File: config.mk
export PLATFORM = sky130hd
export DESIGN_NAME = video_quality_rate_controller
export DESIGN_NICKNAME = d
export VERILOG_FILES = /design/src/sv/vqrc_pkg.sv /design/src/sv/vqrc_ram.sv /design/src/sv/vqrc_div.sv /design/src/sv/vqrc_datapath.sv /design/src/sv/vqrc_ctrl.sv /design/src/sv/video_quality_rate_controller.sv
export SDC_FILE = /design/constraint.sdc
export NUM_CORES = 1
export LEC_CHECK = 0
export BUFFER_PORTS_ARGS = -buffer_cell sky130_fd_sc_hd__buf_2
export CORE_ASPECT_RATIO = 0.8
export CORE_MARGIN = 5
export CORE_UTILIZATION = 50
export DETAILED_ROUTE_END_ITERATION = 12
export PLACE_DENSITY_LB_ADDON = 0.1
export SYNTH_ARGS = -nofsm -noshare
export SYNTH_HDL_FRONTEND = slang
export SYNTH_HIERARCHICAL = 1
export SYNTH_SLANG_ARGS = --single-unit
File: constraint.sdc
create_clock -name clock -period 6.7 [get_ports clock]
set_input_delay 2.01 -clock clock [delete_from_list [all_inputs] [get_ports clock]]
set_output_delay 2.01 -clock clock [all_outputs]
set_load 0.01 [all_outputs]
File: src/sv/vqrc_pkg.sv
// Shared types, constants and the quality table for the video quality rate controller.
// No dependencies.
package vqrc_pkg;

   localparam int FRAME_SIZE_BITS_DEF = 26;
   localparam int SIZE_WINDOW_DEF     = 3;

   localparam int NUM_LEVELS     = 7;
   localparam int LEVEL_BITS     = 3;
   localparam int RATE_BITS      = 5;
   localparam int FPS_BITS       = 10;
   localparam int SRC_BITS       = 8;
   localparam int QUAL_BITS      = 7;
   localparam int BYTE_RATE_BITS = 32;
   localparam int CNT_BITS       = 2;

   localparam logic [LEVEL_BITS-1:0] MID_LEVEL   = 3'd3;
   localparam logic [LEVEL_BITS-1:0] TOP_LEVEL   = 3'd6;
   localparam logic [LEVEL_BITS-1:0] FIXED_LEVEL = 3'd5;
   localparam logic [RATE_BITS-1:0]  MAX_RATE    = 5'd25;
   localparam logic [RATE_BITS-1:0]  MIN_RATE    = 5'd1;
   localparam logic [RATE_BITS-1:0]  RESET_RATE  = 5'd5;
   localparam logic [FPS_BITS-1:0]   STRICT_TH   = 10'd10;
   localparam logic [FPS_BITS-1:0]   PERMISSIVE_TH = 10'd5;
   localparam logic [FPS_BITS-1:0]   RATE_SAT    = 10'd1023;

   localparam logic [0:0] CSR_ENABLE    = 1'b0;
   localparam logic [0:0] CSR_BYTE_RATE = 1'b1;

   localparam logic [1:0] DIV_SEL_AVG       = 2'd0;
   localparam logic [1:0] DIV_SEL_SIZE      = 2'd1;
   localparam logic [1:0] DIV_SEL_MEAN_RATE = 2'd2;
   localparam logic [1:0] DIV_SEL_FINAL     = 2'd3;

   typedef struct packed {
      logic       load;
      logic       win_step;
      logic       search_wr;
      logic       trig_apply;
      logic       eval_step;
      logic       fin_read;
      logic       settle;
      logic       out_load;
      logic       div_start;
      logic [1:0] div_sel;
   } vqrc_cmd_type;

   typedef struct packed {
      logic enabled;
      logic size_zero;
      logic in_search;
      logic win_full;
      logic div_done;
      logic trigger;
      logic eval_done;
      logic out_free;
   } vqrc_status_type;

   function automatic logic [QUAL_BITS-1:0] quality_of(input logic [LEVEL_BITS-1:0] lv);
      logic [QUAL_BITS-1:0] q;
      case (lv)
         3'd0: q = 7'd20;
         3'd1: q = 7'd30;
         3'd2: q = 7'd40;
         3'd3: q = 7'd50;
         3'd4: q = 7'd60;
         3'd5: q = 7'd70;
         3'd6: q = 7'd80;
         default: q = 7'd0;
      endcase
      return q;
   endfunction

endpackage

File: src/sv/vqrc_ram.sv
// Generic single-write, single-read RAM with registered read data.
// No dependencies.
module vqrc_ram #(
   parameter int WIDTH = 26,
   parameter int DEPTH = 7
) (
   input  logic                     clock,
   input  logic                     wr_en,
   input  logic [$clog2(DEPTH)-1:0] wr_addr,
   input  logic [WIDTH-1:0]         wr_data,
   input  logic                     rd_en,
   input  logic [$clog2(DEPTH)-1:0] rd_addr,
   output logic [WIDTH-1:0]         rd_data
);
   logic [WIDTH-1:0] mem_ff [DEPTH];
   logic [WIDTH-1:0] rd_data_ff;

   always_ff @(posedge clock) begin
      if (wr_en) begin
         mem_ff[wr_addr] <= wr_data;
      end
      if (rd_en) begin
         rd_data_ff <= mem_ff[rd_addr];
      end
   end

   assign rd_data = rd_data_ff;
endmodule

File: src/sv/vqrc_div.sv
// Restoring unsigned divider, one quotient bit per cycle.
// No dependencies.
module vqrc_div #(
   parameter int WIDTH = 32
) (
   input  logic             clock,
   input  logic             reset,
   input  logic             start,
   input  logic [WIDTH-1:0] dividend,
   input  logic [WIDTH-1:0] divisor,
   output logic             done,
   output logic [WIDTH-1:0] quotient
);
   localparam int CW = $clog2(WIDTH + 1);

   logic [CW-1:0]    cnt_ff, cnt_in;
   logic             busy_ff, busy_in;
   logic             done_ff, done_in;
   logic [WIDTH-1:0] rem_ff, rem_in;
   logic [WIDTH-1:0] quo_ff, quo_in;
   logic [WIDTH-1:0] den_ff, den_in;
   logic [WIDTH:0]   shifted;
   logic [WIDTH:0]   diff;

   always_comb begin
      shifted = {rem_ff, quo_ff[WIDTH-1]};
      diff    = shifted - {1'b0, den_ff};
      cnt_in  = cnt_ff;
      busy_in = busy_ff;
      done_in = 1'b0;
      rem_in  = rem_ff;
      quo_in  = quo_ff;
      den_in  = den_ff;
      if (start) begin
         cnt_in  = CW'(WIDTH);
         busy_in = 1'b1;
         rem_in  = '0;
         quo_in  = dividend;
         den_in  = divisor;
      end else if (busy_ff) begin
         if (!diff[WIDTH]) begin
            rem_in = diff[WIDTH-1:0];
            quo_in = {quo_ff[WIDTH-2:0], 1'b1};
         end else begin
            rem_in = shifted[WIDTH-1:0];
            quo_in = {quo_ff[WIDTH-2:0], 1'b0};
         end
         cnt_in = cnt_ff - 1'b1;
         if (cnt_ff == CW'(1)) begin
            busy_in = 1'b0;
            done_in = 1'b1;
         end
      end
   end

   always_ff @(posedge clock) begin
      if (reset) begin
         cnt_ff  <= '0;
         busy_ff <= 1'b0;
         done_ff <= 1'b0;
      end else begin
         cnt_ff  <= cnt_in;
         busy_ff <= busy_in;
         done_ff <= done_in;
      end
      rem_ff <= rem_in;
      quo_ff <= quo_in;
      den_ff <= den_in;
   end

   assign done     = done_ff;
   assign quotient = quo_ff;
endmodule

File: src/sv/vqrc_datapath.sv
// Datapath: configuration, search state, size window, divider, level size store, result register.
// Depends on vqrc_pkg, vqrc_div and vqrc_ram.
module vqrc_datapath #(
   parameter int FRAME_SIZE_BITS = 26,
   parameter int SIZE_WINDOW     = 3
) (
   input  logic                          clock,
   input  logic                          reset,
   input  vqrc_pkg::vqrc_cmd_type        cmd,
   output vqrc_pkg::vqrc_status_type     status,
   input  logic [FRAME_SIZE_BITS-1:0]    req_frame_size,
   input  logic [7:0]                    req_source_fps,
   output logic                          rsp_valid,
   input  logic                          rsp_stall,
   output logic [2:0]                    rsp_quality_index,
   output logic [6:0]                    rsp_jpeg_quality,
   output logic [4:0]                    rsp_frame_rate,
   output logic                          rsp_evaluating,
   input  logic                          csr_write_enable,
   input  logic [0:0]                    csr_index,
   input  logic [31:0]                   csr_write_data
);
   import vqrc_pkg::*;

   localparam int FSB      = FRAME_SIZE_BITS;
   localparam int SUM_BITS = FSB + 2;
   localparam int DIV_BITS = (SUM_BITS > BYTE_RATE_BITS) ? SUM_BITS : BYTE_RATE_BITS;

   logic                      en_ff, en_in;
   logic [BYTE_RATE_BITS-1:0] byte_rate_ff, byte_rate_in;
   logic [FSB-1:0]            size_ff, size_in;
   logic [SRC_BITS-1:0]       src_ff, src_in;
   logic                      in_search_ff, in_search_in;
   logic [LEVEL_BITS-1:0]     level_ff, level_in;
   logic [RATE_BITS-1:0]      rate_ff, rate_in;
   logic [SUM_BITS-1:0]       sum_ff, sum_in;
   logic [CNT_BITS-1:0]       cnt_ff, cnt_in;
   logic [NUM_LEVELS-1:0]     valid_ff, valid_in;
   logic [LEVEL_BITS-1:0]     floor_level_ff, floor_level_in;
   logic [RATE_BITS-1:0]      floor_rate_ff, floor_rate_in;
   logic [LEVEL_BITS-1:0]     ceil_level_ff, ceil_level_in;
   logic [RATE_BITS-1:0]      ceil_rate_ff, ceil_rate_in;
   logic [FPS_BITS-1:0]       best_rate_ff, best_rate_in;
   logic [LEVEL_BITS-1:0]     best_level_ff, best_level_in;
   logic [LEVEL_BITS-1:0]     fin_ff, fin_in;
   logic [FSB-1:0]            avg_ff, avg_in;
   logic [FSB-1:0]            fsz_ff, fsz_in;
   logic                      den_zero_ff, den_zero_in;
   logic                      rsp_valid_ff, rsp_valid_in;
   logic [LEVEL_BITS-1:0]     rsp_level_ff, rsp_level_in;
   logic [QUAL_BITS-1:0]      rsp_qual_ff, rsp_qual_in;
   logic [RATE_BITS-1:0]      rsp_rate_ff, rsp_rate_in;
   logic                      rsp_eval_ff, rsp_eval_in;

   logic                      div_done;
   logic [DIV_BITS-1:0]       div_q;
   logic [DIV_BITS-1:0]       div_num, div_den;
   logic [FPS_BITS-1:0]       ach;
   logic [FSB-1:0]            ram_rdata;
   logic [FSB-1:0]            fin_size;
   logic                      ram_we;
   logic [FSB-1:0]            ram_wdata;
   logic [NUM_LEVELS:0]       valid_x;

   logic [CNT_BITS-1:0]       base_cnt;
   logic [SUM_BITS-1:0]       base_sum;
   logic [FPS_BITS-1:0]       rate_x, src_x;
   logic                      up_trig, down_trig;

   logic                      better;
   logic [FPS_BITS-1:0]       nb_rate;
   logic [LEVEL_BITS-1:0]     nb_level;
   logic [LEVEL_BITS-1:0]     lv_up, lv_dn, nl, fin;
   logic                      ev_done;
   logic [16:0]               fps_x100, floor_x66;
   logic                      strict_low;

   logic [FPS_BITS-1:0]       f1, f2;

   vqrc_div #(.WIDTH(DIV_BITS)) u_div (
      .clock    (clock),
      .reset    (reset),
      .start    (cmd.div_start),
      .dividend (div_num),
      .divisor  (div_den),
      .done     (div_done),
      .quotient (div_q)
   );

   vqrc_ram #(.WIDTH(FSB), .DEPTH(NUM_LEVELS)) u_ram (
      .clock   (clock),
      .wr_en   (ram_we),
      .wr_addr (level_ff),
      .wr_data (ram_wdata),
      .rd_en   (cmd.fin_read),
      .rd_addr (fin_ff),
      .rd_data (ram_rdata)
   );

   assign valid_x  = {1'b0, valid_ff};
   assign fin_size = valid_x[fin_ff] ? ram_rdata : '0;
   assign ram_we   = cmd.search_wr || cmd.trig_apply;
   assign ram_wdata = cmd.search_wr ? size_ff : avg_ff;

   always_comb begin
      case (cmd.div_sel)
         DIV_SEL_AVG: begin
            div_num = DIV_BITS'(sum_ff);
            div_den = DIV_BITS'(cnt_ff);
         end
         DIV_SEL_SIZE: begin
            div_num = DIV_BITS'(byte_rate_ff);
            div_den = DIV_BITS'(size_ff);
         end
         DIV_SEL_MEAN_RATE: begin
            div_num = DIV_BITS'(byte_rate_ff);
            div_den = DIV_BITS'(div_q[FSB-1:0]);
         end
         default: begin
            div_num = DIV_BITS'(byte_rate_ff);
            div_den = DIV_BITS'(fin_size);
         end
      endcase
   end

   always_comb begin
      if (byte_rate_ff == '0) begin
         ach = '0;
      end else if (den_zero_ff) begin
         ach = FPS_BITS'(MAX_RATE);
      end else if (div_q > DIV_BITS'(RATE_SAT)) begin
         ach = RATE_SAT;
      end else begin
         ach = div_q[FPS_BITS-1:0];
      end
   end

   // window and trigger
   always_comb begin
      base_cnt  = (cnt_ff >= CNT_BITS'(SIZE_WINDOW)) ? '0 : cnt_ff;
      base_sum  = (cnt_ff >= CNT_BITS'(SIZE_WINDOW)) ? '0 : sum_ff;
      rate_x    = FPS_BITS'(rate_ff);
      src_x     = FPS_BITS'(src_ff);
      up_trig   = (ach > rate_x) && ((rate_x < src_x) || (level_ff < TOP_LEVEL));
      down_trig = (ach < rate_x) && (ach < src_x);
   end

   // search evaluation
   always_comb begin
      better   = (ach > best_rate_ff) ||
                 (((ach == best_rate_ff) || (ach >= src_x)) && (level_ff > best_level_ff));
      nb_rate  = better ? ach : best_rate_ff;
      nb_level = better ? level_ff : best_level_ff;
      lv_up    = level_ff + 1'b1;
      lv_dn    = level_ff - 1'b1;
      fps_x100 = 17'(ach) * 17'd100;
      floor_x66 = 17'(floor_rate_ff) * 17'd66;
      strict_low = (ach < STRICT_TH) && (ach < src_x);
      nl       = level_ff;
      ev_done  = 1'b0;
      if ((level_ff > MID_LEVEL) && strict_low) begin
         nl      = lv_dn;
         ev_done = valid_x[lv_dn];
      end else if (((ach > PERMISSIVE_TH) && (fps_x100 >= floor_x66)) || (ach >= src_x)) begin
         if ((level_ff == TOP_LEVEL) || (level_ff >= ceil_level_ff) || valid_x[lv_up]) begin
            ev_done = 1'b1;
         end else if ((level_ff == MID_LEVEL) && strict_low) begin
            ev_done = 1'b1;
         end else begin
            nl = lv_up;
         end
      end else begin
         if ((level_ff == '0) || (level_ff <= floor_level_ff)) begin
            ev_done = 1'b1;
         end else begin
            nl      = lv_dn;
            ev_done = valid_x[lv_dn];
         end
      end
      fin = ((nb_rate != '0) && (nb_level > nl)) ? nb_level : nl;
   end

   // settled rate
   always_comb begin
      f1 = ((fin_ff == floor_level_ff) && (ach < FPS_BITS'(floor_rate_ff))) ?
           FPS_BITS'(floor_rate_ff) : ach;
      f2 = ((fin_ff == ceil_level_ff) && (f1 > FPS_BITS'(ceil_rate_ff))) ?
           FPS_BITS'(ceil_rate_ff) : f1;
      if (f2 < FPS_BITS'(MIN_RATE)) begin
         f2 = FPS_BITS'(MIN_RATE);
      end else if (f2 > FPS_BITS'(MAX_RATE)) begin
         f2 = FPS_BITS'(MAX_RATE);
      end
   end

   always_comb begin
      en_in          = en_ff;
      byte_rate_in   = byte_rate_ff;
      size_in        = size_ff;
      src_in         = src_ff;
      in_search_in   = in_search_ff;
      level_in       = level_ff;
      rate_in        = rate_ff;
      sum_in         = sum_ff;
      cnt_in         = cnt_ff;
      valid_in       = valid_ff;
      floor_level_in = floor_level_ff;
      floor_rate_in  = floor_rate_ff;
      ceil_level_in  = ceil_level_ff;
      ceil_rate_in   = ceil_rate_ff;
      best_rate_in   = best_rate_ff;
      best_level_in  = best_level_ff;
      fin_in         = fin_ff;
      avg_in         = avg_ff;
      fsz_in         = fsz_ff;
      den_zero_in    = den_zero_ff;
      rsp_valid_in   = rsp_valid_ff && rsp_stall;
      rsp_level_in   = rsp_level_ff;
      rsp_qual_in    = rsp_qual_ff;
      rsp_rate_in    = rsp_rate_ff;
      rsp_eval_in    = rsp_eval_ff;

      if (csr_write_enable) begin
         case (csr_index)
            CSR_ENABLE:    en_in        = csr_write_data[0];
            CSR_BYTE_RATE: byte_rate_in = csr_write_data;
            default: ;
         endcase
      end
      if (cmd.load) begin
         size_in = req_frame_size;
         src_in  = req_source_fps;
      end
      if (cmd.div_start) begin
         den_zero_in = (div_den == '0);
         if (cmd.div_sel == DIV_SEL_MEAN_RATE) begin
            avg_in = div_q[FSB-1:0];
         end
         if (cmd.div_sel == DIV_SEL_FINAL) begin
            fsz_in = fin_size;
         end
      end
      if (cmd.win_step) begin
         sum_in = base_sum + SUM_BITS'(size_ff);
         cnt_in = base_cnt + 1'b1;
      end
      if (cmd.search_wr) begin
         valid_in[level_ff] = 1'b1;
      end
      if (cmd.trig_apply) begin
         in_search_in       = 1'b1;
         valid_in[level_ff] = 1'b1;
         if (up_trig) begin
            floor_level_in = level_ff;
            floor_rate_in  = rate_ff;
         end else begin
            ceil_level_in = level_ff;
            ceil_rate_in  = rate_ff;
         end
      end
      if (cmd.eval_step) begin
         level_in      = nl;
         best_rate_in  = nb_rate;
         best_level_in = nb_level;
         fin_in        = fin;
      end
      if (cmd.settle) begin
         in_search_in   = 1'b0;
         level_in       = fin_ff;
         valid_in       = '0;
         floor_level_in = '0;
         floor_rate_in  = '0;
         ceil_level_in  = TOP_LEVEL;
         ceil_rate_in   = MAX_RATE;
         best_rate_in   = '0;
         best_level_in  = '0;
         rate_in        = f2[RATE_BITS-1:0];
         sum_in         = SUM_BITS'(fsz_ff);
         cnt_in         = CNT_BITS'(1);
      end
      if (cmd.out_load) begin
         rsp_valid_in = 1'b1;
         if (en_ff) begin
            rsp_level_in = level_ff;
            rsp_qual_in  = quality_of(level_ff);
            rsp_rate_in  = rate_ff;
            rsp_eval_in  = in_search_ff;
         end else begin
            rsp_level_in = FIXED_LEVEL;
            rsp_qual_in  = quality_of(FIXED_LEVEL);
            rsp_rate_in  = MAX_RATE;
            rsp_eval_in  = 1'b0;
         end
      end
   end

   always_ff @(posedge clock) begin
      if (reset) begin
         en_ff          <= 1'b1;
         byte_rate_ff   <= '0;
         in_search_ff   <= 1'b1;
         level_ff       <= MID_LEVEL;
         rate_ff        <= RESET_RATE;
         sum_ff         <= '0;
         cnt_ff         <= '0;
         valid_ff       <= '0;
         floor_level_ff <= '0;
         floor_rate_ff  <= '0;
         ceil_level_ff  <= TOP_LEVEL;
         ceil_rate_ff   <= MAX_RATE;
         best_rate_ff   <= '0;
         best_level_ff  <= '0;
         fin_ff         <= '0;
         den_zero_ff    <= 1'b0;
         rsp_valid_ff   <= 1'b0;
      end else begin
         en_ff          <= en_in;
         byte_rate_ff   <= byte_rate_in;
         in_search_ff   <= in_search_in;
         level_ff       <= level_in;
         rate_ff        <= rate_in;
         sum_ff         <= sum_in;
         cnt_ff         <= cnt_in;
         valid_ff       <= valid_in;
         floor_level_ff <= floor_level_in;
         floor_rate_ff  <= floor_rate_in;
         ceil_level_ff  <= ceil_level_in;
         ceil_rate_ff   <= ceil_rate_in;
         best_rate_ff   <= best_rate_in;
         best_level_ff  <= best_level_in;
         fin_ff         <= fin_in;
         den_zero_ff    <= den_zero_in;
         rsp_valid_ff   <= rsp_valid_in;
      end
      size_ff      <= size_in;
      src_ff       <= src_in;
      avg_ff       <= avg_in;
      fsz_ff       <= fsz_in;
      rsp_level_ff <= rsp_level_in;
      rsp_qual_ff  <= rsp_qual_in;
      rsp_rate_ff  <= rsp_rate_in;
      rsp_eval_ff  <= rsp_eval_in;
   end

   always_comb begin
      status.enabled   = en_ff;
      status.size_zero = (size_ff == '0);
      status.in_search = in_search_ff;
      status.win_full  = (cnt_ff >= CNT_BITS'(SIZE_WINDOW)) ||
                         (RATE_BITS'(cnt_ff) >= rate_ff);
      status.div_done  = div_done;
      status.trigger   = up_trig || down_trig;
      status.eval_done = ev_done;
      status.out_free  = !rsp_valid_ff || !rsp_stall;
   end

   assign rsp_valid         = rsp_valid_ff;
   assign rsp_quality_index = rsp_level_ff;
   assign rsp_jpeg_quality  = rsp_qual_ff;
   assign rsp_frame_rate    = rsp_rate_ff;
   assign rsp_evaluating    = rsp_eval_ff;
endmodule

File: src/sv/vqrc_ctrl.sv
// Controller state machine: sequences window, search, divisions and result hand-off.
// Depends on vqrc_pkg.
module vqrc_ctrl (
   input  logic                      clock,
   input  logic                      reset,
   input  logic                      req_valid,
   output logic                      req_stall,
   input  vqrc_pkg::vqrc_status_type status,
   output vqrc_pkg::vqrc_cmd_type    cmd
);
   import vqrc_pkg::*;

   localparam logic [3:0] S_IDLE   = 4'd0;
   localparam logic [3:0] S_DISP   = 4'd1;
   localparam logic [3:0] S_WIN    = 4'd2;
   localparam logic [3:0] S_WCHK   = 4'd3;
   localparam logic [3:0] S_AVGS   = 4'd4;
   localparam logic [3:0] S_AVGW   = 4'd5;
   localparam logic [3:0] S_NFW    = 4'd6;
   localparam logic [3:0] S_DEC    = 4'd7;
   localparam logic [3:0] S_SWR    = 4'd8;
   localparam logic [3:0] S_SW     = 4'd9;
   localparam logic [3:0] S_EVAL   = 4'd10;
   localparam logic [3:0] S_RD     = 4'd11;
   localparam logic [3:0] S_FDIV   = 4'd12;
   localparam logic [3:0] S_FW     = 4'd13;
   localparam logic [3:0] S_SETTLE = 4'd14;
   localparam logic [3:0] S_OUT    = 4'd15;

   logic [3:0] state_ff, state_in;

   always_comb begin
      state_in = state_ff;
      cmd      = '0;
      case (state_ff)
         S_IDLE: begin
            if (req_valid) begin
               cmd.load = 1'b1;
               state_in = S_DISP;
            end
         end
         S_DISP: begin
            if (!status.enabled || status.size_zero) begin
               state_in = S_OUT;
            end else if (status.in_search) begin
               state_in = S_SWR;
            end else begin
               state_in = S_WIN;
            end
         end
         S_WIN: begin
            cmd.win_step = 1'b1;
            state_in     = S_WCHK;
         end
         S_WCHK: begin
            state_in = status.win_full ? S_AVGS : S_OUT;
         end
         S_AVGS: begin
            cmd.div_start = 1'b1;
            cmd.div_sel   = DIV_SEL_AVG;
            state_in      = S_AVGW;
         end
         S_AVGW: begin
            if (status.div_done) begin
               cmd.div_start = 1'b1;
               cmd.div_sel   = DIV_SEL_MEAN_RATE;
               state_in      = S_NFW;
            end
         end
         S_NFW: begin
            if (status.div_done) begin
               state_in = S_DEC;
            end
         end
         S_DEC: begin
            if (status.trigger) begin
               cmd.trig_apply = 1'b1;
               state_in       = S_EVAL;
            end else begin
               state_in = S_OUT;
            end
         end
         S_SWR: begin
            cmd.search_wr = 1'b1;
            cmd.div_start = 1'b1;
            cmd.div_sel   = DIV_SEL_SIZE;
            state_in      = S_SW;
         end
         S_SW: begin
            if (status.div_done) begin
               state_in = S_EVAL;
            end
         end
         S_EVAL: begin
            cmd.eval_step = 1'b1;
            state_in      = status.eval_done ? S_RD : S_OUT;
         end
         S_RD: begin
            cmd.fin_read = 1'b1;
            state_in     = S_FDIV;
         end
         S_FDIV: begin
            cmd.div_start = 1'b1;
            cmd.div_sel   = DIV_SEL_FINAL;
            state_in      = S_FW;
         end
         S_FW: begin
            if (status.div_done) begin
               state_in = S_SETTLE;
            end
         end
         S_SETTLE: begin
            cmd.settle = 1'b1;
            state_in   = S_OUT;
         end
         S_OUT: begin
            if (status.out_free) begin
               cmd.out_load = 1'b1;
               state_in     = S_IDLE;
            end
         end
         default: state_in = S_IDLE;
      endcase
   end

   always_ff @(posedge clock) begin
      if (reset) begin
         state_ff <= S_IDLE;
      end else begin
         state_ff <= state_in;
      end
   end

   assign req_stall = (state_ff != S_IDLE);
endmodule

File: src/sv/video_quality_rate_controller.sv
// Top level of the video quality rate controller: controller and datapath.
// Depends on vqrc_pkg, vqrc_ctrl and vqrc_datapath.
//
// One item per finished frame gives its encoded size and the source frame rate; one result
// gives the quality level, its JPEG quality, the stream frame rate and the search flag. Items
// are handled one at a time. Each division runs on one shared restoring divider at one
// quotient bit per cycle: a search frame needs one or two divisions, a full window up to
// three. A new item may be taken while the previous result still waits.
module video_quality_rate_controller #(
   parameter int FRAME_SIZE_BITS = vqrc_pkg::FRAME_SIZE_BITS_DEF,
   parameter int SIZE_WINDOW     = vqrc_pkg::SIZE_WINDOW_DEF
) (
   input  logic                       clock,
   input  logic                       reset,
   input  logic                       req_valid,
   output logic                       req_stall,
   input  logic [FRAME_SIZE_BITS-1:0] req_frame_size,
   input  logic [7:0]                 req_source_fps,
   output logic                       rsp_valid,
   input  logic                       rsp_stall,
   output logic [2:0]                 rsp_quality_index,
   output logic [6:0]                 rsp_jpeg_quality,
   output logic [4:0]                 rsp_frame_rate,
   output logic                       rsp_evaluating,
   input  logic                       csr_write_enable,
   input  logic [0:0]                 csr_index,
   input  logic [31:0]                csr_write_data
);
   import vqrc_pkg::*;

   vqrc_cmd_type    cmd;
   vqrc_status_type status;

   vqrc_ctrl u_ctrl (
      .clock     (clock),
      .reset     (reset),
      .req_valid (req_valid),
      .req_stall (req_stall),
      .status    (status),
      .cmd       (cmd)
   );

   vqrc_datapath #(
      .FRAME_SIZE_BITS (FRAME_SIZE_BITS),
      .SIZE_WINDOW     (SIZE_WINDOW)
   ) u_datapath (
      .clock             (clock),
      .reset             (reset),
      .cmd               (cmd),
      .status            (status),
      .req_frame_size    (req_frame_size),
      .req_source_fps    (req_source_fps),
      .rsp_valid         (rsp_valid),
      .rsp_stall         (rsp_stall),
      .rsp_quality_index (rsp_quality_index),
      .rsp_jpeg_quality  (rsp_jpeg_quality),
      .rsp_frame_rate    (rsp_frame_rate),
      .rsp_evaluating    (rsp_evaluating),
      .csr_write_enable  (csr_write_enable),
      .csr_index         (csr_index),
      .csr_write_data    (csr_write_data)
   );
endmodule
## After elaboration in Yosys (flattened, before gate mapping)

Memories as Yosys holds them, arrays and structs flattened. A register that Yosys moved wholly into a read port is not among the register bits.
Cells that the tools add are included.

| word-level totals | value |
|---|---|
| register bits after elaboration | 323 |
| bits in writable memories | 182 |
| input port bits | 72 |
| output and inout port bits | 18 |
| logic and storage cells | 242 |
| memories kept | 1 |

Memories:

| name | words | bits a word | read ports | clocked after Yosys merged registers in | wr ports | line | text |
|---|---|---|---|---|---|---|---|
| u_datapath.u_ram.mem_ff | 7 | 26 | 1 | 1 | 1 | vqrc_ram.sv:15 | `logic [WIDTH-1:0] mem_ff [DEPTH];` |

| operators by class | value |
|---|---|
| add/sub/neg operators | 6 |
| $mul | 2 |
| order comparisons | 27 |
| equality and inequality tests | 34 |
| multiplexer cells | 83 |
| bitwise operators | 5 |
| reduce and logical (&&, ||, !) cells | 49 |

Operator list:

| kind | number |
|---|---|
| 32-bit two-way mux | 4 |
| 26-bit two-way mux | 4 |
| 26-bit case mux with 3 select lines | 1 |
| 32-bit zero test | 2 |
| 4-bit case mux with 16 select lines | 1 |
| 10-bit two-way mux | 6 |
| 7-bit case mux with 7 select lines | 1 |
| 3-bit two-way mux | 12 |
| 4-bit two-way mux | 9 |
| 33-bit by 32-bit subtractor with 33-bit output | 1 |
| 4-bit == test, second input constant | 8 |
| 32-bit by 10-bit > comparator with 1-bit output, second input constant | 1 |
| 1-bit two-way mux | 32 |
| 28-bit by 26-bit adder with 28-bit output | 1 |
| 28-bit two-way mux | 1 |
| 26-bit zero test | 1 |
| 10-bit by 5-bit > comparator with 1-bit output | 2 |
| 10-bit by 5-bit < comparator with 1-bit output | 2 |
| 17-bit by 12-bit greater-or-equal comparator with 1-bit output | 1 |
| 4-bit by 3-bit == test with 1-bit output, second input constant | 4 |
| 3-bit by 4-bit < comparator with 1-bit output, second input constant | 4 |
| 10-bit by 5-bit multiplier with 15-bit output, second input constant | 1 |
| 7-bit two-way mux | 2 |
| 7-bit OR | 2 |
| other kinds (53) | 103 |

## Depth between registers and ports, before layout

Gate-level depths: netlist of the first run.

| logic depth | value |
|---|---|
| depth in word-level cells | 14 |
| depth in mapped cells | 36 |
| depth with buffers taken out | 34 |

## Cells and area by module

The synthesis of the first run kept the hierarchy.

Modules (own cells, without submodules):

| module | instances | cells each | area an instance (sq um) | sequential area each (sq um) |
|---|---|---|---|---|
| vqrc_datapath | 1 | 1,482 | 14,031.0 | 5,295.1 |
| vqrc_ram | 1 | 402 | 8,220.4 | 6,246.0 |
| vqrc_div | 1 | 600 | 5,895.7 | 2,722.6 |
| vqrc_ctrl | 1 | 72 | 523.0 | 80.1 |

## Worst setup path before layout of the first run

Ideal clock, no wire load.

| timing path | value |
|---|---|
| path type | reg2reg |
| from | register u_datapath.u_div.quo_ff[11] (netlist: u_datapath/u_div/quotient[11]) |
| to | register u_datapath.fin_ff[0] |
| setup time | 0.116 ns |
| arrival | 6.593 ns |
| required time | 6.584 ns |
| setup slack | -0.009 ns |
| cell stages (with the launch flop) | 35 |
| buffers on the path | 2 |
| clock period less this slack | 6.709 ns |
| path through | edfxtp_1 -> or4_4 -> nor2_4 -> nand2_2 -> buf_2 -> o31ai_1 -> inv_1 -> ha_1 -> ha_1 -> inv_1 -> fa_1 -> inv_1 -> ha_1 -> o21a_1 -> o31a_1 -> a21oi_1 -> ha_1 -> a21oi_1 -> o21ai_0 -> a31oi_1 -> o2111a_1 -> nand4bb_1 -> and3_4 -> buf_6 -> mux2_2 -> o21ai_1 -> ha_1 -> a21o_1 -> a21oi_1 -> a31oi_1 -> nand2_1 -> a31oi_1 -> mux2i_1 -> o32ai_1 -> a31o_2 |

| on the way | value |
|---|---|
| word-level cells in the longest chain between the ends | 14 |
| elaborated cells on any way between the ends | 30 |
| classes of those cells | mul (1); order compare (8); eq/ne (1); mux (10); reduce/logical (10) |

RTL lines:

| element | line | text |
|---|---|---|
| start, declared | vqrc_div.sv:20 | `logic [WIDTH-1:0] quo_ff, quo_in;` |
| start signal, assigned | vqrc_div.sv:67 | `quo_ff <= quo_in;` |
| 32-bit by 10-bit > comparator with 1-bit output * | vqrc_datapath.sv:131 | `end else if (div_q > DIV_BITS'(RATE_SAT)) begin` |
| 10-bit two-way mux * | vqrc_datapath.sv:131 |  |
| 10-bit two-way mux * | vqrc_datapath.sv:129 | `end else if (den_zero_ff) begin` |
| 10-bit two-way mux * | vqrc_datapath.sv:127 | `if (byte_rate_ff == '0) begin` |
| branches (longest 9 deep; another with 17-bit by 12-bit greater-or-equal comparator with 1-bit output) | n/a |  |
| 3-bit two-way mux * | vqrc_datapath.sv:180 | `fin = ((nb_rate != '0) && (nb_level > nl)) ? nb_level : nl;` |
| end signal, assigned | vqrc_datapath.sv:331 | `fin_ff <= fin_in;` |
| end, declared | vqrc_datapath.sv:45 | `logic [LEVEL_BITS-1:0] fin_ff, fin_in;` |

Every way passes the cells marked *.
A chain may end at the register's enable or synchronous reset.

## Worst setup path after layout of the first run

| timing path | value |
|---|---|
| from | register u_datapath.u_div.quo_ff[24] (netlist: u_datapath/u_div/quotient[24]) |
| to | register u_datapath.fin_ff[0] |

Same word-level chain as after synthesis.

==> reports/qor.yml, run 1 <==
status: "completed"
r2r_start: "u_datapath/u_div/quotient[24]"
ys_ff_latch: 530
wl_met3_um: 5030
start_util: 0.506
yosysSeqAreaShare: 0.500
hold_path_class: "register to register"
crit_type: "register to register"
grt_max_degree: 73
num_rows: 78
synth.area.top_cells: "edfxtp_1 39%, dfxtp_1 11%, ha_1 7.5%, mux2_2 4.7%, mux2i_1 3.3%"
antenna_found_initial: 0
ys_warn_count: 6
cts_tree: "yes"
fill_cells: 4726
wl_met2_um: 33800
max-clock-path-buffers: 3
fmax_mhz: 151
ctsHtreeMaxLevel: 2
fin_crit_sh: 0.990
grt_pass1_wl_um: 122000
dr.pass1.iters: 5
nNetsFinal: 2969
area_growth_syn_to_layout_pct: 14.6
crit_buf_inv: 3
hold_viol_final: 0
synthFlopType: "edfxtp_1"
wl_um: 80700
cellPowerDensity_nw_per_um2: 413
routabilityCongestion: 0.888
cts-root-buf: "clkbuf_16"
design.die.area_um2: 62300
hold_buffers: 0
wire_per_inst_um: 22.9
via_per_inst: 5.87
ant_nets: 0
synth.most_common_cell: "edfxtp_1"
end_kind: "register"
slew_viol_final: 0
synth_top_area_frac: 0.391
worst-path-max-fanout: 6
vias: 20700
drt_iter0_markers: 1764
grt_overflow_total: 0
total_power_uw: 13600
synth_edf_count: 373
dp_hpwl_um: 56400
core_um2: 56700
syn_inst: 2556
cpMaxStageDelayCell: "fa_1"
grt_setup_unrepaired: "yes"
numPortBuffers: 88
async_flop_share: 0
drive_above_1_share: 0.217
ios: 90
worstHoldPathCells: 2
critical_path.top_delay_family: "compound AO/OA/AOI/OAI gates"
grt_pass1_vias: 20000
holdCritStartpoint: "u_datapath/byte_rate_ff[13]"
r2r_cells: 31
post-place-ws_ns: -0.272
ir_drop_mv: 0.301
power.leakage_uw: 0.0125
min_to: "u_datapath/byte_rate_ff[13]"
yosys.area.top_type: "edfxtp_1"
cpPeakStageDelay_ns: 0.57
cts_buffers: 54
maxCapViolCount: 0
start_kind: "register"
die_width_um: 278
arrival_ns: 7.12
synth_cell_types: 90
r2r-end: "u_datapath/fin_ff[0]"
max-slew-margin-rel: 0.170
setup_viol_count_final: 0
route.detailed.drc: 0
wl_met1_um: 39900
clock_latency_ns: 0.63
diodes: 0
dr.max_layer_used: "met4"
period_needed_ns: 6.63
dieHeight_um: 224
crit_required_ns: 7.19
cts.sinks: 530
synth_area_um2: 28700
skew_ns: 0.0419
clk_transition_reported_paths_ns: 0.06
r2r_slack_ns: 0.07
synth_commonest_cells: "373 x edfxtp_1, 197 x nand2_1, 178 x nor2_1, 171 x ha_1, 157 x dfxtp_1"
fin_ws_ns: 0.0668
tightest_slew_ns: 1.24
grt.total_usage: 0.251
avgSynthCellArea_um2: 11.2
[where the power goes]
part	total (uW)	switching [uW]	internal, uW
Clock	3270	1320	1950
Sequential	4630	430	4200
Combinational	5660	3200	2460
[cell usage in the layout (no fill, tap or decap), types with 12 or more instances in the layout]
cell,instances
mux2_4,21
mux2i_1,93
a21oi_1,152
inv_1,141
o221ai_2,20
dfxtp_1,153
o21ai_0,69
clkbuf_16,55
xnor2_1,33
nand2_1,195
nand2b_1,51
nor2_1,168
a22o_1,25
buf_2,88
a211oi_1,28
a311oi_1,24
o21a_1,18
buf_4,144
nor4_1,31
nor3_1,32
edfxtp_1,373
xor2_1,19
and3_1,17
nor2b_1,82
o211ai_2,20
a31oi_1,15
ha_1,158
mux2_2,119
nand3_1,33
a21o_1,32
o211ai_1,19
a221oi_1,12
nand3b_1,12
[cells by family after synthesis]
logic type / after synthesis / share of synthesized area
fa+ha+maj: 178 / 0.0795
buf+inv: 283 / 0.0430
xor+xnor: 55 / 0.0181
compound gates: 553 / 0.139
flops: 530 / 0.500
mux: 239 / 0.0944
other cells: 1 / 0.000131
simple gates: 717 / 0.125
[layout make-up]
| class | instances | area [um^2] | share of cell area |
|---|---|---|---|
| sequential | 530 | 14400 | 0.437 |
| multi-input combinational | 1749 | 13500 | 0.412 |
| timing repair buffer | 234 | 1540 | 0.0470 |
| clock buffer | 70 | 1470 | 0.0448 |
| tap | 760 | 951 | 0.0289 |
| inverter | 150 | 566 | 0.0172 |
| clock inverter | 30 | 455 | 0.0139 |
[sequential cells by signal (all words and copies together) (netlist names), 7 cells and up]
register and cells:
u_datapath/best_rate_ff 10, u_datapath/size_ff 26, u_datapath/u_ram/rd_data 26, u_datapath/fsz_ff 26, u_datapath/u_div/rem_ff 32, u_datapath/u_div/quotient 32
u_datapath/avg_ff 26, u_datapath/byte_rate_ff 32, u_datapath/u_ram/mem_ff 182, u_datapath/u_div/den_ff 32, u_datapath/src_ff 8, u_datapath/sum_ff 28
u_datapath/valid_ff 7
[metal layers]
| metal | GRT usage | vias up |
|---|---|---|
| met5 | 0 | - |
| met2 | 0.368 | 652 |
| met4 | 0.0601 | 0 |
| li1 | - | 9790 |
| met3 | 0.0372 | 117 |
| met1 | 0.394 | 10100 |
[how the worst max path moves through the flow]
stage	cells past startpoint	start	slack, ns	to
2_1_floorplan	33	u_datapath/u_div/quotient[11]	0.06	u_datapath/fin_ff[0]
3_3_place_gp	33	u_datapath/u_div/quotient[11]	-0.13	u_datapath/fin_ff[0]
3_5_place_dp	33	u_datapath/u_div/quotient[24]	-0.27	u_datapath/fin_ff[0]
4_1_cts	31	u_datapath/u_div/quotient[28]	-0.008	u_datapath/fin_ff[0]
5_1_grt	31	u_datapath/u_div/quotient[11]	-0.17	u_datapath/fin_ff[0]
6_report	31	u_datapath/u_div/quotient[24]	0.07	u_datapath/fin_ff[0]
[stage by stage]
stage	utilization	area [um^2]	hold slack, ns	cells	setup TNS, ns
6_report	0.580	32900	0.479	3523	0
3_3_place_gp	0.538	30500	0.457	3408	-0.244
3_5_place_dp	0.538	30500	0.468	3408	-0.671
4_1_cts	0.576	32700	0.478	3520	-0.00818
2_1_floorplan	-	28700	0.444	2562	0
5_1_grt	0.580	32900	0.501	3523	-0.425
[worst register-to-register path: cells and delay by family, from the launching register on]
kind,cells,cell delay [ns]
AO/OA/AOI/OAI,14,2.19
adder cells (fa/ha/maj),6,1.77
AND/OR/NAND/NOR,6,1.29
multiplexers,2,0.52
flip-flops,1,0.40
buffers and inverters,3,0.30
[what timing repair did]
action / in CTS / in global routing
cloned: 0 / 0
setup buffers: 12 / 3
setup endpoints to repair: 3 / 4
pin swaps: 19 / 24
resized for setup: 30 / 32
Power figures use the tool's default switching activity.
==> run 2: changes to the inputs <==
==> constraint.sdc (replaced) <==
create_clock -name clock -period 6.7 [get_ports clock]
set_input_delay 0.67 -clock clock [delete_from_list [all_inputs] [get_ports clock]]
set_output_delay 0.67 -clock clock [all_outputs]
set_load 0.01 [all_outputs]
==> run 2 against run 1 <==
Compared with the run above: clock skew decreased by 0.014 ns; worst setup slack improved by 0.056 ns; register-to-register slack improved by 0.06 ns; worst hold slack got worse by 0.26 ns; critical path depth increased by 2; via count increased by 0.74%; wire length decreased by 0.36%; maximum frequency increased by 0.86%; sequential cell count unchanged; sequential power about the same; die area unchanged; count of clock-buffer cells in the layout increased by 1; largest power group unchanged.
==> reports/qor.yml, run 2 (same netlist as run 1, synthesis figures left out) <==
crit_required_ns: 7.20  # was 7.19 ns
period_needed_ns: 6.58  # was 6.63 ns
use_met3: 0.0416  # was 0.0372
mostFrequentLayoutCell: "edfxtp_1"  # unchanged
total_power_uw: 13200  # was 13600 uW
cts.sinks: 530  # unchanged
hold_buffers: 0  # unchanged
fin_ws_ns: 0.123  # was 0.0668 ns
area_growth_syn_to_layout_pct: 14.0  # was 14.6%
cts_buffers: 54  # unchanged
cts_tree: "yes"  # unchanged
status: "completed"  # unchanged
start_util: 0.506  # unchanged
grt_pass1_wl_um: 122000  # about the same
dp_hpwl_um: 56300  # was 56400 um
route.detailed.drc: 0  # unchanged
mostFrequentLayoutCells: "373 x edfxtp_1, 196 x nand2_1, 169 x nor2_1"  # was 373 x edfxtp_1, 195 x nand2_1, 168 x nor2_1
arrival_ns: 7.08  # was 7.12 ns
ios: 90  # unchanged
die_width_um: 278  # unchanged
crit_top_cell: "ha_4"
num_rows: 78  # unchanged
ctsHtreeMaxLevel: 2  # unchanged
routabilityCongestion: 0.887  # was 0.888
setup_viol_count_final: 0  # unchanged
ir_drop_mv: 0.265  # was 0.301 mV
max-slew-margin-rel: 0.131  # was 0.170
cpMaxStageDelayCell: "or4_4"  # was fa_1
dieHeight_um: 224  # unchanged
drive_above_1_share: 0.215  # was 0.217
vias: 20800  # was 20700
dr.pass1.iters: 5  # unchanged
end_kind: "register"  # unchanged
setup_tns_ns: 0  # unchanged
grt_busiest_layer: "met1"  # unchanged
cts-root-buf: "clkbuf_16"  # unchanged
grt_pass1_vias: 20000  # about the same
wl_um: 80400  # was 80700 um
fmax_mhz: 152  # was 151 MHz
fin_crit_sh: 0.982  # was 0.990
cellPowerDensity_nw_per_um2: 405  # was 413 nW/um^2
fill_cells: 4756  # was 4726
hold_viol_final: 0  # unchanged
drt_iter0_markers: 1714  # was 1764
met2_usage: 0.359  # was 0.368
r2r_slack_ns: 0.12  # was 0.07 ns
tightest_slew_ns: 1.30  # was 1.24 ns
hold_path_class: "input port to register"  # was register to register
maxCapViolCount: 0  # unchanged
grt_overflow_total: 0  # unchanged
ant_nets: 0  # unchanged
wire_per_inst_um: 22.8  # was 22.9 um
power.leakage_uw: 0.0124  # was 0.0125 uW
max-clock-path-buffers: 3  # unchanged
largest_reg_flops: 182  # unchanged
clock_latency_ns: 0.62  # was 0.63 ns
numPortBuffers: 88  # unchanged
antenna_found_initial: 3  # was 0
grt.total_usage: 0.251  # about the same
grt_setup_unrepaired: "yes"  # unchanged
crit_type: "register to register"  # unchanged
start_kind: "register"  # unchanged
worst-path-max-fanout: 7  # was 6
design.die.area_um2: 62300  # unchanged
nNetsFinal: 2973  # was 2969
grtUsageMet1: 0.396  # was 0.394
regMostFlops: "u_datapath/u_ram/mem_ff"  # unchanged
core_um2: 56700  # unchanged
via_per_inst: 5.90  # was 5.87
grt_max_degree: 73  # unchanged
cpPeakStageDelay_ns: 0.56  # was 0.57 ns
skew_ns: 0.0283  # was 0.0419 ns
clk_transition_reported_paths_ns: 0.07  # was 0.06 ns
slew_viol_final: 0  # unchanged
post-place-ws_ns: -0.280  # was -0.272 ns
## run 2: changes by cell type in the layout (fill, tap and decap cells not counted), sizes merged
cell / before / now
bufinv: 10 / 2
clkinvlp: 3 / 8
buf: 234 / 238
clkinv: 15 / 18
clkbuf: 70 / 71
diode: 0 / 1
inv: 152 / 153
## run 2: cell type report
type / instances / area [um^2] / share of cell area
Inverter: 150 / 566 / 0.0173
Timing Repair Buffer: 238 / 1580 / 0.0483
Tap cell: 760 / 951 / 0.0291
Multi-Input combinational cell: 1749 / 13500 / 0.413
Antenna cell: 1 / 2.50 / 0.0000766
Sequential cell: 530 / 14400 / 0.439
Clock inverter: 31 / 278 / 0.00850
Clock buffer: 71 / 1480 / 0.0452
## run 2: repair_timing
action                                  CTS  global route
setup buffers                             9            10
hold endpoints to repair                  0             0
endpoints found under the setup margin    3             6
pin swaps                                15            22
gates resized for setup                  25            29
## run 2: worst paths after layout
path / start / end / cells after the start
worst min register to register: u_datapath/fsz_ff[12] / u_datapath/sum_ff[12] / 2
worst min-delay path: req_frame_size[6] / u_datapath/size_ff[6] / 1
worst max-delay path: u_datapath/u_div/quotient[11] / u_datapath/fin_ff[0] / 33
worst max register to register: u_datapath/u_div/quotient[11] / u_datapath/fin_ff[0] / 33
## run 2: where the power goes
| group | switching [uW] | internal [uW] |
|---|---|---|
| combinational | 3180 | 2430 |
| sequential | 434 | 4200 |
| clock | 1330 | 1650 |
| total | 4950 | 8290 |
## run 2: metal layers
| metal | share of wire | vias to the layer above |
|---|---|---|
| met1 | 0.48 | 10200 |
| met5 | 0 | - |
| met3 | 0.079 | 114 |
| met4 | 0.027 | 0 |
| met2 | 0.41 | 724 |
| li1 | - | 9779 |
## run 2: metrics by stage
step / area, um^2 / hold WS [ns] / instances / utilization
floorplan: 28700 / 0.444 / 2562 / -
global placement: 30500 / 0.457 / 3408 / 0.538
detailed placement: 30500 / 0.463 / 3408 / 0.538
CTS: 32400 / 0.182 / 3519 / 0.572
global route: 32700 / 0.186 / 3529 / 0.576
finish: 32700 / 0.217 / 3530 / 0.576
## run 2: worst max-delay path, delay by kind of cell, from the launching register on
| family | cells | cell delay, ns |
|---|---|---|
| AOI/OAI and AO/OA | 15 | 2.17 |
| adders and majority gates | 6 | 1.73 |
| and+or+nand+nor | 5 | 1.18 |
| muxes | 2 | 0.52 |
| buffers and inverters | 5 | 0.46 |
| DFF | 1 | 0.40 |
